`src/hdl/sird_pkg.sv`:
```
package sird_pkg;

  localparam int NUM_W  = 32;
  localparam int CHAR_W = 8;
  localparam int DC_W   = 5;
  localparam int CFG_W  = 64;
  localparam int IDX_W_CFG = 2;

  localparam int MAX_DIGITS_DEFAULT = 16;

  localparam int BITS_PER_CYCLE = 4;
  localparam int DIV_CYCLES     = NUM_W / BITS_PER_CYCLE;
  localparam int STEP_W         = $clog2(DIV_CYCLES);

  localparam int NDIG   = NUM_W;
  localparam int NDIG_W = $clog2(NDIG);

  localparam logic [DC_W-1:0] DIGIT_COUNT_RESET = DC_W'(10);
  localparam logic [127:0]    ALPHABET_RESET    =
    {64'h0000_0000_0000_3938, 64'h3736_3534_3332_3130};

  localparam logic [CHAR_W-1:0] CHAR_PLUS  = 8'h2B;
  localparam logic [CHAR_W-1:0] CHAR_MINUS = 8'h2D;

  typedef enum logic [IDX_W_CFG-1:0] {
    REG_DIGIT_COUNT   = 2'd0,
    REG_ALPHABET_LOW  = 2'd1,
    REG_ALPHABET_HIGH = 2'd2
  } cfg_reg_e;

endpackage

```
`src/hdl/signed_int_to_radix_digits.sv`:
```
// Steps: accept in ST_IDLE, check the alphabet over digit_count entries, divide out each digit
// (4 quotient bits per cycle), then one character per cycle into the output register while
// the output is free. A new number is accepted only after its last character; an invalid
// alphabet or digit count yields a single invalid item instead.
// Reset (rst_ni low, asynchronous) clears control state and restores the radix 10
// alphabet "0123456789".
module signed_int_to_radix_digits #(
  parameter int MAX_DIGITS = sird_pkg::MAX_DIGITS_DEFAULT
) (
  input  logic                          clk_i,
  input  logic                          rst_ni,
  input  logic                          cfg_valid_i,
  output logic                          cfg_ready_o,
  input  logic [sird_pkg::IDX_W_CFG-1:0] cfg_index_i,
  input  logic [sird_pkg::CFG_W-1:0]    cfg_data_i,
  input  logic                          in_valid_i,
  output logic                          in_ready_o,
  input  logic signed [sird_pkg::NUM_W-1:0] number_i,
  output logic                          out_valid_o,
  input  logic                          out_ready_i,
  output logic [sird_pkg::CHAR_W-1:0]   character_o,
  output logic                          last_o,
  output logic                          invalid_o
);
  import sird_pkg::*;

  localparam int IDX_W = $clog2(MAX_DIGITS);

  typedef enum logic [2:0] {
    ST_IDLE, ST_CHECK, ST_DIVIDE, ST_SIGN, ST_EMIT, ST_INVALID
  } state_e;

  state_e               state_q;
  logic [DC_W-1:0]      digit_count_q;
  logic [CHAR_W-1:0]    alph_q [MAX_DIGITS];
  logic                 neg_q;
  logic [NUM_W-1:0]     mag_q;
  logic [IDX_W-1:0]     rem_q;
  logic [STEP_W-1:0]    step_q;
  logic [IDX_W-1:0]     chk_q;
  logic [NDIG_W:0]      nd_q;
  logic [NDIG_W-1:0]    rd_q;
  logic [IDX_W-1:0]     dig_q [NDIG];
  logic                 out_valid_q;
  logic [CHAR_W-1:0]    char_q;
  logic                 last_q;
  logic                 inv_q;

  logic [IDX_W:0]       radix;
  logic [NUM_W-1:0]     mag_d;
  logic [IDX_W-1:0]     rem_d;
  logic                 chk_hit;
  logic                 range_ok;
  logic                 out_free;
  logic                 emit_go;
  logic [NUM_W-1:0]     raw;

  assign cfg_ready_o = 1'b1;
  assign in_ready_o  = (state_q == ST_IDLE);
  assign out_valid_o = out_valid_q;
  assign character_o = char_q;
  assign last_o      = last_q;
  assign invalid_o   = inv_q;

  assign radix    = digit_count_q[IDX_W:0];
  assign range_ok = (digit_count_q >= DC_W'(2)) && (digit_count_q <= DC_W'(MAX_DIGITS));
  assign out_free = !out_valid_q || out_ready_i;
  assign emit_go  = out_free && ((state_q == ST_SIGN) || (state_q == ST_EMIT) ||
                                 (state_q == ST_INVALID));
  assign raw      = number_i;

  always_ff @(posedge clk_i or negedge rst_ni) begin
    if (!rst_ni) begin
      digit_count_q <= DIGIT_COUNT_RESET;
      for (int j = 0; j < MAX_DIGITS; j++) begin
        alph_q[j] <= ALPHABET_RESET[j*CHAR_W +: CHAR_W];
      end
    end else if (cfg_valid_i) begin
      unique case (cfg_reg_e'(cfg_index_i))
        REG_DIGIT_COUNT: digit_count_q <= cfg_data_i[DC_W-1:0];
        REG_ALPHABET_LOW: begin
          for (int j = 0; j < MAX_DIGITS; j++) begin
            if (j < 8) alph_q[j] <= cfg_data_i[(j%8)*CHAR_W +: CHAR_W];
          end
        end
        REG_ALPHABET_HIGH: begin
          for (int j = 0; j < MAX_DIGITS; j++) begin
            if (j >= 8) alph_q[j] <= cfg_data_i[(j%8)*CHAR_W +: CHAR_W];
          end
        end
        default: ;
      endcase
    end
  end

  // four restoring compare-subtract steps per cycle
  always_comb begin
    logic [IDX_W:0]   t;
    logic [IDX_W-1:0] r;
    logic [NUM_W-1:0] m;
    r = rem_q;
    m = mag_q;
    t = '0;
    for (int s = 0; s < BITS_PER_CYCLE; s++) begin
      t = {r, m[NUM_W-1]};
      m = {m[NUM_W-2:0], (t >= radix)};
      if (t >= radix) t = t - radix;
      r = t[IDX_W-1:0];
    end
    mag_d = m;
    rem_d = r;
  end

  always_comb begin
    logic [CHAR_W-1:0] ca;
    ca = alph_q[chk_q];
    chk_hit = (ca == CHAR_PLUS) || (ca == CHAR_MINUS);
    for (int b = 0; b < MAX_DIGITS; b++) begin
      if ((b > int'(chk_q)) && (b < int'(digit_count_q)) && (alph_q[b] == ca)) begin
        chk_hit = 1'b1;
      end
    end
  end

  always_ff @(posedge clk_i or negedge rst_ni) begin
    if (!rst_ni) begin
      state_q     <= ST_IDLE;
      out_valid_q <= 1'b0;
      neg_q       <= 1'b0;
      chk_q       <= '0;
      step_q      <= '0;
      nd_q        <= '0;
      rd_q        <= '0;
      rem_q       <= '0;
    end else begin
      if (emit_go) out_valid_q <= 1'b1;
      else if (out_ready_i) out_valid_q <= 1'b0;
      unique case (state_q)
        ST_IDLE: begin
          if (in_valid_i) begin
            neg_q   <= raw[NUM_W-1];
            mag_q   <= raw[NUM_W-1] ? (~raw + NUM_W'(1)) : raw;
            chk_q   <= '0;
            state_q <= range_ok ? ST_CHECK : ST_INVALID;
          end
        end
        ST_CHECK: begin
          if (chk_hit) begin
            state_q <= ST_INVALID;
          end else if ({{(DC_W-IDX_W){1'b0}}, chk_q} == digit_count_q - DC_W'(1)) begin
            rem_q   <= '0;
            step_q  <= '0;
            nd_q    <= '0;
            state_q <= ST_DIVIDE;
          end else begin
            chk_q <= chk_q + IDX_W'(1);
          end
        end
        ST_DIVIDE: begin
          mag_q  <= mag_d;
          step_q <= step_q + STEP_W'(1);
          if (step_q == STEP_W'(DIV_CYCLES - 1)) begin
            dig_q[nd_q[NDIG_W-1:0]] <= rem_d;
            nd_q  <= nd_q + (NDIG_W+1)'(1);
            rem_q <= '0;
            if ((mag_d == '0) || (nd_q == (NDIG_W+1)'(NDIG - 1))) begin
              rd_q    <= nd_q[NDIG_W-1:0];
              state_q <= neg_q ? ST_SIGN : ST_EMIT;
            end
          end else begin
            rem_q <= rem_d;
          end
        end
        ST_SIGN: begin
          if (out_free) begin
            char_q      <= CHAR_MINUS;
            last_q      <= 1'b0;
            inv_q       <= 1'b0;
            state_q     <= ST_EMIT;
          end
        end
        ST_EMIT: begin
          if (out_free) begin
            char_q      <= alph_q[dig_q[rd_q]];
            last_q      <= (rd_q == '0);
            inv_q       <= 1'b0;
            if (rd_q == '0) state_q <= ST_IDLE;
            else rd_q <= rd_q - NDIG_W'(1);
          end
        end
        ST_INVALID: begin
          if (out_free) begin
            char_q      <= '0;
            last_q      <= 1'b1;
            inv_q       <= 1'b1;
            state_q     <= ST_IDLE;
          end
        end
        default: state_q <= ST_IDLE;
      endcase
    end
  end

  a_invalid_shape: assert property (@(posedge clk_i) disable iff (!rst_ni)
    out_valid_o && invalid_o |-> last_o && (character_o == '0))
    else $error("invalid item without last or with a character");

  a_nd_bound: assert property (@(posedge clk_i) disable iff (!rst_ni)
    nd_q <= (NDIG_W+1)'(NDIG))
    else $error("digit count beyond buffer");

  a_rem_bound: assert property (@(posedge clk_i) disable iff (!rst_ni)
    (state_q == ST_DIVIDE) |-> ({1'b0, rem_q} < radix))
    else $error("remainder not below radix");

  a_busy_after_accept: assert property (@(posedge clk_i) disable iff (!rst_ni)
    in_valid_i && in_ready_o |=> !in_ready_o)
    else $error("ready again straight after an accepted item");

endmodule
```
`config.mk`:
```
export PLATFORM = sky130hd
export DESIGN_NAME = signed_int_to_radix_digits
export DESIGN_NICKNAME = d
export VERILOG_FILES = /design/src/hdl/sird_pkg.sv /design/src/hdl/signed_int_to_radix_digits.sv
export SDC_FILE = /design/constraint.sdc
export NUM_CORES = 1
export LEC_CHECK = 0
export BUFFER_PORTS_ARGS = -buffer_cell sky130_fd_sc_hd__buf_2
export CORE_ASPECT_RATIO = 1.25
export CORE_UTILIZATION = 25
export DETAILED_ROUTE_END_ITERATION = 10
export GPL_ROUTABILITY_DRIVEN = 1
export GPL_TIMING_DRIVEN = 0
export PLACE_DENSITY = 0.36
export SYNTH_ARGS = -nofsm -noshare
export SYNTH_HDL_FRONTEND = slang
export SYNTH_SLANG_ARGS = --single-unit
```
`constraint.sdc`:
```
create_clock -name clk_i -period 21 [get_ports clk_i]
set_clock_uncertainty 0.05 [all_clocks]
set_input_delay 2.1 -clock clk_i [delete_from_list [all_inputs] [get_ports clk_i]]
set_output_delay 2.1 -clock clk_i [all_outputs]
set_load 0.02 [all_outputs]
```
# Word level (Yosys, flattened, before mapping)
# Memory sizes are Yosys's and may differ from the RTL's.
# Index checks and enable logic that the tools add are counted.
[totals]
latchBits = 0
mem_bits_ro = 0
register_bits = 202
mem_count = 1
mem_bits_rw = 128
word_cells = 258
[memory_table]
columns = ["memory", "words", "word_bits", "read_ports", "rd_ports_with_merged_regs", "wr", "line", "source"]
rows = [
  ["dig_q", 32, 4, 1, 0, 1, "signed_int_to_radix_digits.sv:43", "logic [IDX_W-1:0] dig_q [NDIG];"],
]
[classes]
mux = 74
bitwise = 3
n_eq_ne = 40
add_sub_neg = 10
n_mul = 0
n_div = 0
magnitude_cmp = 38
n_shift = 0
n_reduce_logical = 63
[ops]
columns = ["operator", "count"]
rows = [
  ["$eq 8x8->1", 15],
  ["$bmux 8 s4", 2],
  ["$mux 32", 2],
  ["$pmux 32 s2", 1],
  ["$mux 8", 7],
  ["$lt 4x5->1 const A", 8],
  ["$mux 4", 10],
  ["$mux 3", 13],
  ["$logic_and 1x1->1", 33],
  ["$add 32x1->32 const B", 1],
  ["$gt 4x4->1 const A", 8],
  ["$logic_not 32->1", 1],
  ["$not 32->32", 1],
  ["$pmux 8 s3", 1],
  ["$mux 1", 23],
  ["$ge 5x5->1", 4],
  ["$lt 3x5->1 const A", 4],
  ["$mux 5", 4],
  ["$ne 2x2->1 const B", 10],
  ["$mux 6", 3],
  ["$pmux 3 s6", 1],
  ["$eq 8x6->1 const B", 2],
  ["$gt 3x4->1 const A", 4],
  ["$pmux 4 s2", 2],
  ["40 further kinds", 68],
]

# Longest topological paths before layout
# Gate-level depths: netlist of the first run.
[depth]
ltp_word = 23
ltp_mapped = 42

# Least setup slack after synthesis of the first run
# No wires, ideal clock.
[synth_timing]
path_kind = "reg2reg"
start = "register digit_count_q[1]"
end = "memory dig_q[0][1] (netlist name), data pin"
path_buffers = 3
slack_ns = 13.033
t_arrival_ns = 7.525
stages_incl_launch_ff = 36
cell_sequence = "dfstp_2 inv_1 ha_1 nor2b_1 o21ai_0 nand3b_1 a21o_1 a21o_1 mux2_2 inv_1 ha_1 nor2b_1 o21ai_0 nand3b_1 a21o_1 a21o_1 clkbuf_1 o21ai_0 inv_1 ha_1 nor2b_1 o21ai_0 nand3b_1 a21o_1 a21o_1 clkbuf_1 o21ai_0 inv_1 ha_1 nor2b_1 o21ai_0 a31oi_1 o21ai_0 nand2b_1 clkbuf_1 mux2i_1"
[synth_between]
elab_chain_len = 8
word_cells_on_any_way = 12
classes_between = "add/sub (4); order compare (4); mux (4)"
[synth_rtl]
columns = ["element", "line", "source"]
rows = [
  ["from (decl)", "signed_int_to_radix_digits.sv:34", "logic [DC_W-1:0] digit_count_q;"],
  ["from (signal assigned)", "signed_int_to_radix_digits.sv:80", "REG_DIGIT_COUNT: digit_count_q <= cfg_data_i[DC_W-1:0];"],
  ["$sub 4x4->4 / $ge 5x5->1 (equally long branches)", "signed_int_to_radix_digits.sv:107", "if (t >= radix) t = t - radix;"],
  ["$mux 4", "signed_int_to_radix_digits.sv:107", ""],
  ["$sub 4x4->4 / $ge 5x5->1 (equally long branches)", "signed_int_to_radix_digits.sv:107", ""],
  ["$mux 4", "signed_int_to_radix_digits.sv:107", ""],
  ["$ge 5x5->1 / $sub 4x4->4 (equally long branches)", "signed_int_to_radix_digits.sv:107", ""],
  ["$mux 4", "signed_int_to_radix_digits.sv:107", ""],
  ["$sub 4x4->4 / $ge 5x5->1 (equally long branches)", "signed_int_to_radix_digits.sv:107", ""],
  ["$mux 4 (*)", "signed_int_to_radix_digits.sv:107", ""],
  ["named net rem_d[1]", "signed_int_to_radix_digits.sv:51", "logic [IDX_W-1:0] rem_d;"],
  ["to (decl)", "signed_int_to_radix_digits.sv:43", ""],
]
# The timed path passes the listed nets; every way through them passes the cells marked *.

# Worst setup path in the final report of the first run
[layout_timing]
start = "register digit_count_q[1]"
end = "register rd_q[2]"
[layout_between]
elab_chain_len = 11
word_cells_on_any_way = 14
classes_between = "add/sub (3); order compare (4); eq/ne (1); mux (3); reduce/logical (3)"
[layout_rtl]
columns = ["element", "line", "source"]
rows = [
  ["$sub 4x4->4 / $ge 5x5->1 (equally long branches)", "signed_int_to_radix_digits.sv:107, signed_int_to_radix_digits.sv:106", ""],
  ["$mux 4", "signed_int_to_radix_digits.sv:107", ""],
  ["$sub 4x4->4 / $ge 5x5->1 (equally long branches)", "signed_int_to_radix_digits.sv:107, signed_int_to_radix_digits.sv:106", ""],
  ["$mux 4", "signed_int_to_radix_digits.sv:107", ""],
  ["$sub 4x4->4 / $ge 5x5->1 (equally long branches)", "signed_int_to_radix_digits.sv:107, signed_int_to_radix_digits.sv:106", ""],
  ["$mux 4", "signed_int_to_radix_digits.sv:107", ""],
  ["$ge 5x5->1", "signed_int_to_radix_digits.sv:106", "m = {m[NUM_W-2:0], (t >= radix)};"],
  ["$logic_not 32->1 (*)", "signed_int_to_radix_digits.sv:166", "if ((mag_d == '0) || (nd_q == (NDIG_W+1)'(NDIG - 1))) begin"],
  ["$logic_or 1x1->1 (*)", "signed_int_to_radix_digits.sv:166", ""],
  ["$ne 2x2->1 (no line) (*)", "n/a", ""],
  ["$reduce_and 5->1 (no line) (*)", "n/a", ""],
  ["to (signal assigned)", "signed_int_to_radix_digits.sv:167", "rd_q <= nd_q[NDIG_W-1:0];"],
  ["to (signal assigned)", "signed_int_to_radix_digits.sv:188", "else rd_q <= rd_q - NDIG_W'(1);"],
  ["to (decl)", "signed_int_to_radix_digits.sv:42", "logic [NDIG_W-1:0] rd_q;"],
]
# Every way passes the cells marked *; elsewhere a longest branch is shown, timed or not.
# A chain may end at the register's enable or synchronous reset.

==> summary.md, run 1 <==
| Metric | Value |
|---|---|
| Layout cells sized above 1 | `25.1%` |
| XOR/XNOR Fraction of Synth Area | `7.74%` |
| Crit-path max FO | `10` |
| Main combinational cell family by area after synthesis | `multiplexers` |
| Starting Density | `25.3%` |
| Crit path top cell by count | `o21ai_0` |
| Final cycle utilization of the critical path | `46.1%` |
| Pre-Repair DR Iteration Count | `5` |
| Ys Warns | `0` |
| Largest stage delay, worst path | `0.73 ns` |
| Die Y | `318 µm` |
| Rel. slew slack | `13.1%` |
| Mapped Cells | `1735` |
| Vias/cell | `4.99` |
| CP endpoint | `rd_q[2]` |
| Mux cell area share after synthesis | `19.5%` |
| Post-synthesis simple-gate area fraction | `9.56%` |
| Worst path arrival time | `10.13 ns` |
| Cts hold-fix bufs | `0` |
| Startpoint types | `flip-flop` |
| Cell area after layout | `23400 µm²` |
| Clock Latency Late Sink | `0.60 ns` |
| Fraction of registers with async set/reset | `48.5%` |
| Clk root buf | `clkbuf_16` |
| Vias in the first global route | `15700` |
| Max-cap violation count | `0` |
| Cts bufs inserted | `40` |
| Layout Cells excl Fill | `2980` |
| Post-synthesis sequential area ratio | `45.8%` |
| Critical path's slowest cell | `dfstp_2` |
| Syn Nets | `1877` |
| Initial antenna violation count | `2` |
| # IOs | `116` |
| FF-to-FF path depth | `40` |
| H-tree levels | `2` |
| HPWL after DPL | `61700 µm` |
| Reg2reg start | `digit_count_q[1]` |
| Hold Fails Final Rpt | `0` |
| Routed Antenna Nets | `0` |
| Sink Count | `330` |
| PostCTS Resize Cnt | `0` |
| Row count | `115` |
| R2r setup slk | `11.31 ns` |
| TNS Setup | `0 ns` |
| Core region area | `79000 µm²` |
| Layout Nets | `2037` |
| Total number of vias | `14900` |
| GRT Util Overall | `19.7%` |
| Most frequent cells in the layout | `mux2_2 (173), edfxtp_1 (170), buf_2 (127)` |
| RSZ-0062 raised after global routing | `false` |
| N_diodes | `0` |
| # setup viols final | `0` |
| Final worst path period need | `9.69 ns` |
| Wire length per cell | `26.7 µm` |
| First-pass GRT wire length | `114000 µm` |
| Synth Area in Compound Gates | `11.6%` |
| Area Growth Syn to Fin | `16.8%` |
| Fmax | `103 MHz` |
| CP Launch Point | `digit_count_q[1]` |
| Worst Max-Slew Pin Slew | `1.30 ns` |
| Dpl cells | `2906` |
| Adder-cell area share of the yosys netlist | `2.59%` |
| Die area | `81200 µm²` |
| Worst Path Required | `21.44 ns` |
| EDFF count, synth | `170` |
| Placer congestion estimate | `0.972` |
| Port bufs | `114` |
| Placement Cell Area | `22100 µm²` |
| Distinct cells, synth | `87` |
| Clock transition at the registers of the reported paths | `0.06 ns` |
| CP endpoint kind | `flip-flop` |
| Crit Path Class | `flip-flop to flip-flop` |
| Setup bufs post-CTS | `0` |
| Maximum number of pins on one net before global-route repair | `91` |
| FF+latch count, synth | `330` |
| Routed WL | `79700 µm` |
| Drt initial violations | `783` |
| R2R Path End | `rd_q[2]` |
| GRT overflow | `0` |
| Die Wd | `255 µm` |
| CTS tree | `done` |
| Worst Hold Launch | `step_q[2]` |
| Synthesized area | `20000 µm²` |
| Clock tree buffer depth | `3` |
| Mean area per synthesized cell | `11.5 µm²` |
| Top FF cell, synth | `edfxtp_1` |
| Most common cell after layout, fill and taps aside | `mux2_2` |
| DRC Markers | `0` |
| Outcome | `completed` |
| Max Slew Vio Count | `0` |
| Type of the worst min-delay path | `flip-flop to flip-flop` |
## worst max-delay path: cells and delay by family, from the launching register on
| kind | cells | cell delay (ns) |
|---|---|---|
| DFF | 1 | 0.73 |
| and+or+nand+nor | 9 | 1.47 |
| AOI/OAI and AO/OA | 18 | 4.23 |
| buffers and inverters | 8 | 1.60 |
| adders and majority gates | 4 | 1.20 |
| muxes | 1 | 0.35 |
## layout make-up
class | instances | area (µm²)
timing repair buffer | 118 | 683
inverter | 36 | 135
sequential | 330 | 9160
clock inverter | 23 | 249
fill | 8129 | 55600
multi-input combinational | 1272 | 10200
tap | 1053 | 1320
buffer | 97 | 522
clock buffer | 51 | 1060
## state kept, by name, indices dropped and copies added, names as in the netlist
name           flops
alph_q           128
character_o        8
chk_q              4
dig_q            128
digit_count_q      5
invalid_o          1
last_o             1
mag_q             32
nd_q               6
neg_q              1
out_valid_o        1
rd_q               5
rem_q              4
state_q            3
step_q             3
## routing by layer
metal  wire length, µm  vias to the layer above  global-route usage (%)  share of wire, %
met5                13                        -                       0             0.016
met2             42300                      357                    36.4                53
met1             30800                     7576                    22.4                39
li1                  -                     6812                       -                 -
met3              2660                      130                    2.14               3.3
met4              3890                        2                    8.94               4.9
## cells by family after synthesis
group,count (synthesis)
other,1
muxes,316
adders and majority gates,39
AOI/OAI and AO/OA,348
and+or+nand+nor,392
xor gates and xnor gates,176
DFF,330
buffers and inverters,133
## stage by stage
step,hold slack (ns),setup slack (ns),utilization [%]
finish,0.459,11.31,29.6
global route,0.472,10.31,29.6
CTS,0.460,11.14,29.6
detailed placement,0.440,11.11,27.9
global placement,0.438,10.54,27.7
floorplan,0.406,13.03,-
## cell usage after synthesis (all sizes together) (7+ instances only)
cell	number	area [µm²]
o31ai	14	105
o21ai	100	500
clkbuf	60	225
dfstp	37	972
inv	34	128
nor2b	13	81.3
a31oi	11	68.8
xnor2	62	543
nand3	26	130
a22oi	22	200
mux2i	106	1100
nor4	19	119
nand2	120	460
nor2	102	383
a211oi	20	150
or4	11	82.6
buf	37	297
a21o	18	135
nand4	13	81.3
dfrtp	123	3080
edfxtp	170	5100
mux4	37	845
nand3b	9	67.6
nor3	29	155
and3	7	43.8
a21oi	62	310
nand2b	11	68.8
a221oi	8	70.1
o211ai	10	75.1
mux2	173	1950
ha	35	438
a22o	17	149
or3	8	50.1
xor2	114	1010
o22ai	12	75.1
## how the worst min path moves through the flow
stage	end	slack, ns	cells after the start
floorplan	step_q[0]	0.41	1
global placement	step_q[0]	0.44	1
detailed placement	step_q[1]	0.44	1
CTS	step_q[0]	0.46	1
global route	rem_q[3]	0.47	1
finish	step_q[2]	0.46	1
Power of run 1 is left out: the tool's default activity adds up to more than one toggle a clock period on the data nets, which glitch-free logic cannot reach.
==> inputs of run 2 (changes only) <==
--- a/config.mk
+++ b/config.mk
@@ -11,7 +11,7 @@
 export DETAILED_ROUTE_END_ITERATION = 10
 export GPL_ROUTABILITY_DRIVEN = 1
 export GPL_TIMING_DRIVEN = 0
-export PLACE_DENSITY = 0.36
+export PLACE_DENSITY = 0.38
 export SYNTH_ARGS = -nofsm -noshare
 export SYNTH_HDL_FRONTEND = slang
 export SYNTH_SLANG_ARGS = --single-unit
==> constraint.sdc (replaced) <==
create_clock -name clk_i -period 8.4 [get_ports clk_i]
set_clock_uncertainty 0.05 [all_clocks]
set_input_delay 0.84 -clock clk_i [delete_from_list [all_inputs] [get_ports clk_i]]
set_output_delay 0.84 -clock clk_i [all_outputs]
set_load 0.02 [all_outputs]
==> run 2 against run 1 <==
Fmax rose by 27%. Non-clock buffer count rose by 1. Setup slack got worse by 11 ns. Design area rose by 1.1%. Hold slack got worse by 0.30 ns. First-iteration DRC count rose by 27%. Critical endpoint is now rd_q[0].
==> summary.md, run 2 (synthesized netlist as in run 1, its figures left out) <==
| Metric | Value |
|---|---|
| Outcome | `completed` |
| Clock transition at the registers of the reported paths | `0.06 ns` |
| GRT Util Overall | `19.7%` |
| Die Y | `318 µm` |
| Critical path's slowest cell | `dfstp_4` |
| Most common cell after layout, fill and taps aside | `mux2_2` |
| Worst path arrival time | `8.08 ns` |
| Crit Path Class | `flip-flop to flip-flop` |
| Reg2reg start | `digit_count_q[1]` |
| Most frequent cells in the layout | `mux2_2 (173), edfxtp_1 (170), buf_2 (127)` |
| Type of the worst min-delay path | `primary input to async pin` |
| Die area | `81200 µm²` |
| FF-to-FF path depth | `36` |
| Port bufs | `114` |
| Final core occ | `29.9%` |
| Worst Path Required | `8.84 ns` |
| Core region area | `79000 µm²` |
| Crit-path max FO | `9` |
| Worst Max-Slew Pin Slew | `1.41 ns` |
| RSZ-0062 raised after global routing | `false` |
| Starting Density | `25.3%` |
| Die Wd | `255 µm` |
| Routed WL | `80000 µm` |
| First-pass GRT wire length | `114000 µm` |
| R2R Path End | `rd_q[0]` |
| Area Growth Syn to Fin | `18.1%` |
| Sink Count | `330` |
| H-tree levels | `2` |
| R2r setup slk | `0.76 ns` |
| DRC Markers | `0` |
| Layout Nets | `2039` |
| Routed Antenna Nets | `0` |
| Final worst path period need | `7.64 ns` |
| Drt initial violations | `991` |
| GRT overflow | `0` |
| Placer congestion estimate | `0.950` |
| Critical path buffer and inverter count | `4` |
| Largest stage delay, worst path | `0.63 ns` |
| Initial antenna violation count | `3` |
| # setup viols final | `0` |
| Layout cells sized above 1 | `26.2%` |
| Max Slew Vio Count | `0` |
| Vias/cell | `5.05` |
| Fmax | `131 MHz` |
| Row count | `115` |
| Total number of vias | `15100` |
| HPWL after DPL | `61200 µm` |
| Area of all sequential standard cells | `9160 µm²` |
| Max-cap violation count | `0` |
| Hold Fails Final Rpt | `0` |
| Vias in the first global route | `15800` |
| Cts bufs inserted | `41` |
| CTS tree | `done` |
| # IOs | `116` |
| CP endpoint kind | `flip-flop` |
| Wire length per cell | `26.8 µm` |
| Delay-heaviest family, CP | `compound AO/OA/AOI/OAI gates` |
| Startpoint types | `flip-flop` |
| Maximum number of pins on one net before global-route repair | `90` |
| Area of the multi-input gates | `10300 µm²` |
| Clock tree buffer depth | `3` |
| Filler instances | `8139` |
| Pre-Repair DR Iteration Count | `6` |
| Clock Latency Late Sink | `0.60 ns` |
| Clk root buf | `clkbuf_16` |
| Final cycle utilization of the critical path | `91.0%` |
| Rel. slew slack | `5.57%` |
-- run 2: worst max path at each step --
stage / cells after the start / from / to
3_3_place_gp: 36 / digit_count_q[1] / dig_q[27][2]
3_5_place_dp: 40 / digit_count_q[1] / rd_q[0]
2_1_floorplan: 35 / digit_count_q[1] / dig_q[0][1]
5_1_grt: 36 / digit_count_q[1] / state_q[0]
6_report: 36 / digit_count_q[1] / rd_q[0]
4_1_cts: 38 / digit_count_q[1] / rd_q[0]
-- run 2: timing repair --
item,in CTS,in global routing
gates resized for setup,11,4
pin swaps,1,2
hold buffers,0,0
endpoints found under the hold margin,0,0
setup endpoints to repair,141,139
setup buffers,5,1
-- run 2: per-layer routing --
| metal | wire length, µm | track usage (%) |
|---|---|---|
| met3 | 2680 | 2.13 |
| met4 | 3760 | 8.44 |
| met1 | 31600 | 23.1 |
| met2 | 41900 | 35.7 |
| met5 | 0 | 0 |
-- run 2: layout make-up --
type / instances / area share, %
Antenna cell: 2 / 0.0212
Buffer: 92 / 2.13
Clock buffer: 53 / 4.83
Clock inverter: 23 / 1.57
Inverter: 36 / 0.588
Multi-Input combinational cell: 1272 / 43.5
Sequential cell: 330 / 38.8
Tap cell: 1053 / 5.58
Timing Repair Buffer: 124 / 3.05
-- run 2: worst reg2reg max path, delay by kind of cell, from the launching register on --
kind | cells | cell delay [ns]
mux | 1 | 0.36
fa+ha+maj | 4 | 1.10
simple gates | 9 | 1.38
flops | 1 | 0.63
compound gates | 18 | 3.70
buf+inv | 4 | 0.30
-- run 2: metrics by stage --
| stage | setup WS, ns | hold WS [ns] | setup TNS, ns | cell area (µm²) | std cells |
|---|---|---|---|---|---|
| final | 0.756 | 0.155 | 0 | 23600 | 2985 |
| after detailed placement | -1.47 | 0.436 | -115.67 | 22000 | 2906 |
| after floorplan | 0.433 | 0.406 | 0 | 20000 | 1735 |
| after global routing | 0.130 | 0.192 | 0 | 23600 | 2983 |
| after CTS | 0.0704 | 0.174 | 0 | 23600 | 2985 |
| after global placement | -2.09 | 0.438 | -226.10 | 21900 | 2902 |
Power of run 2 is left out for the same reason.
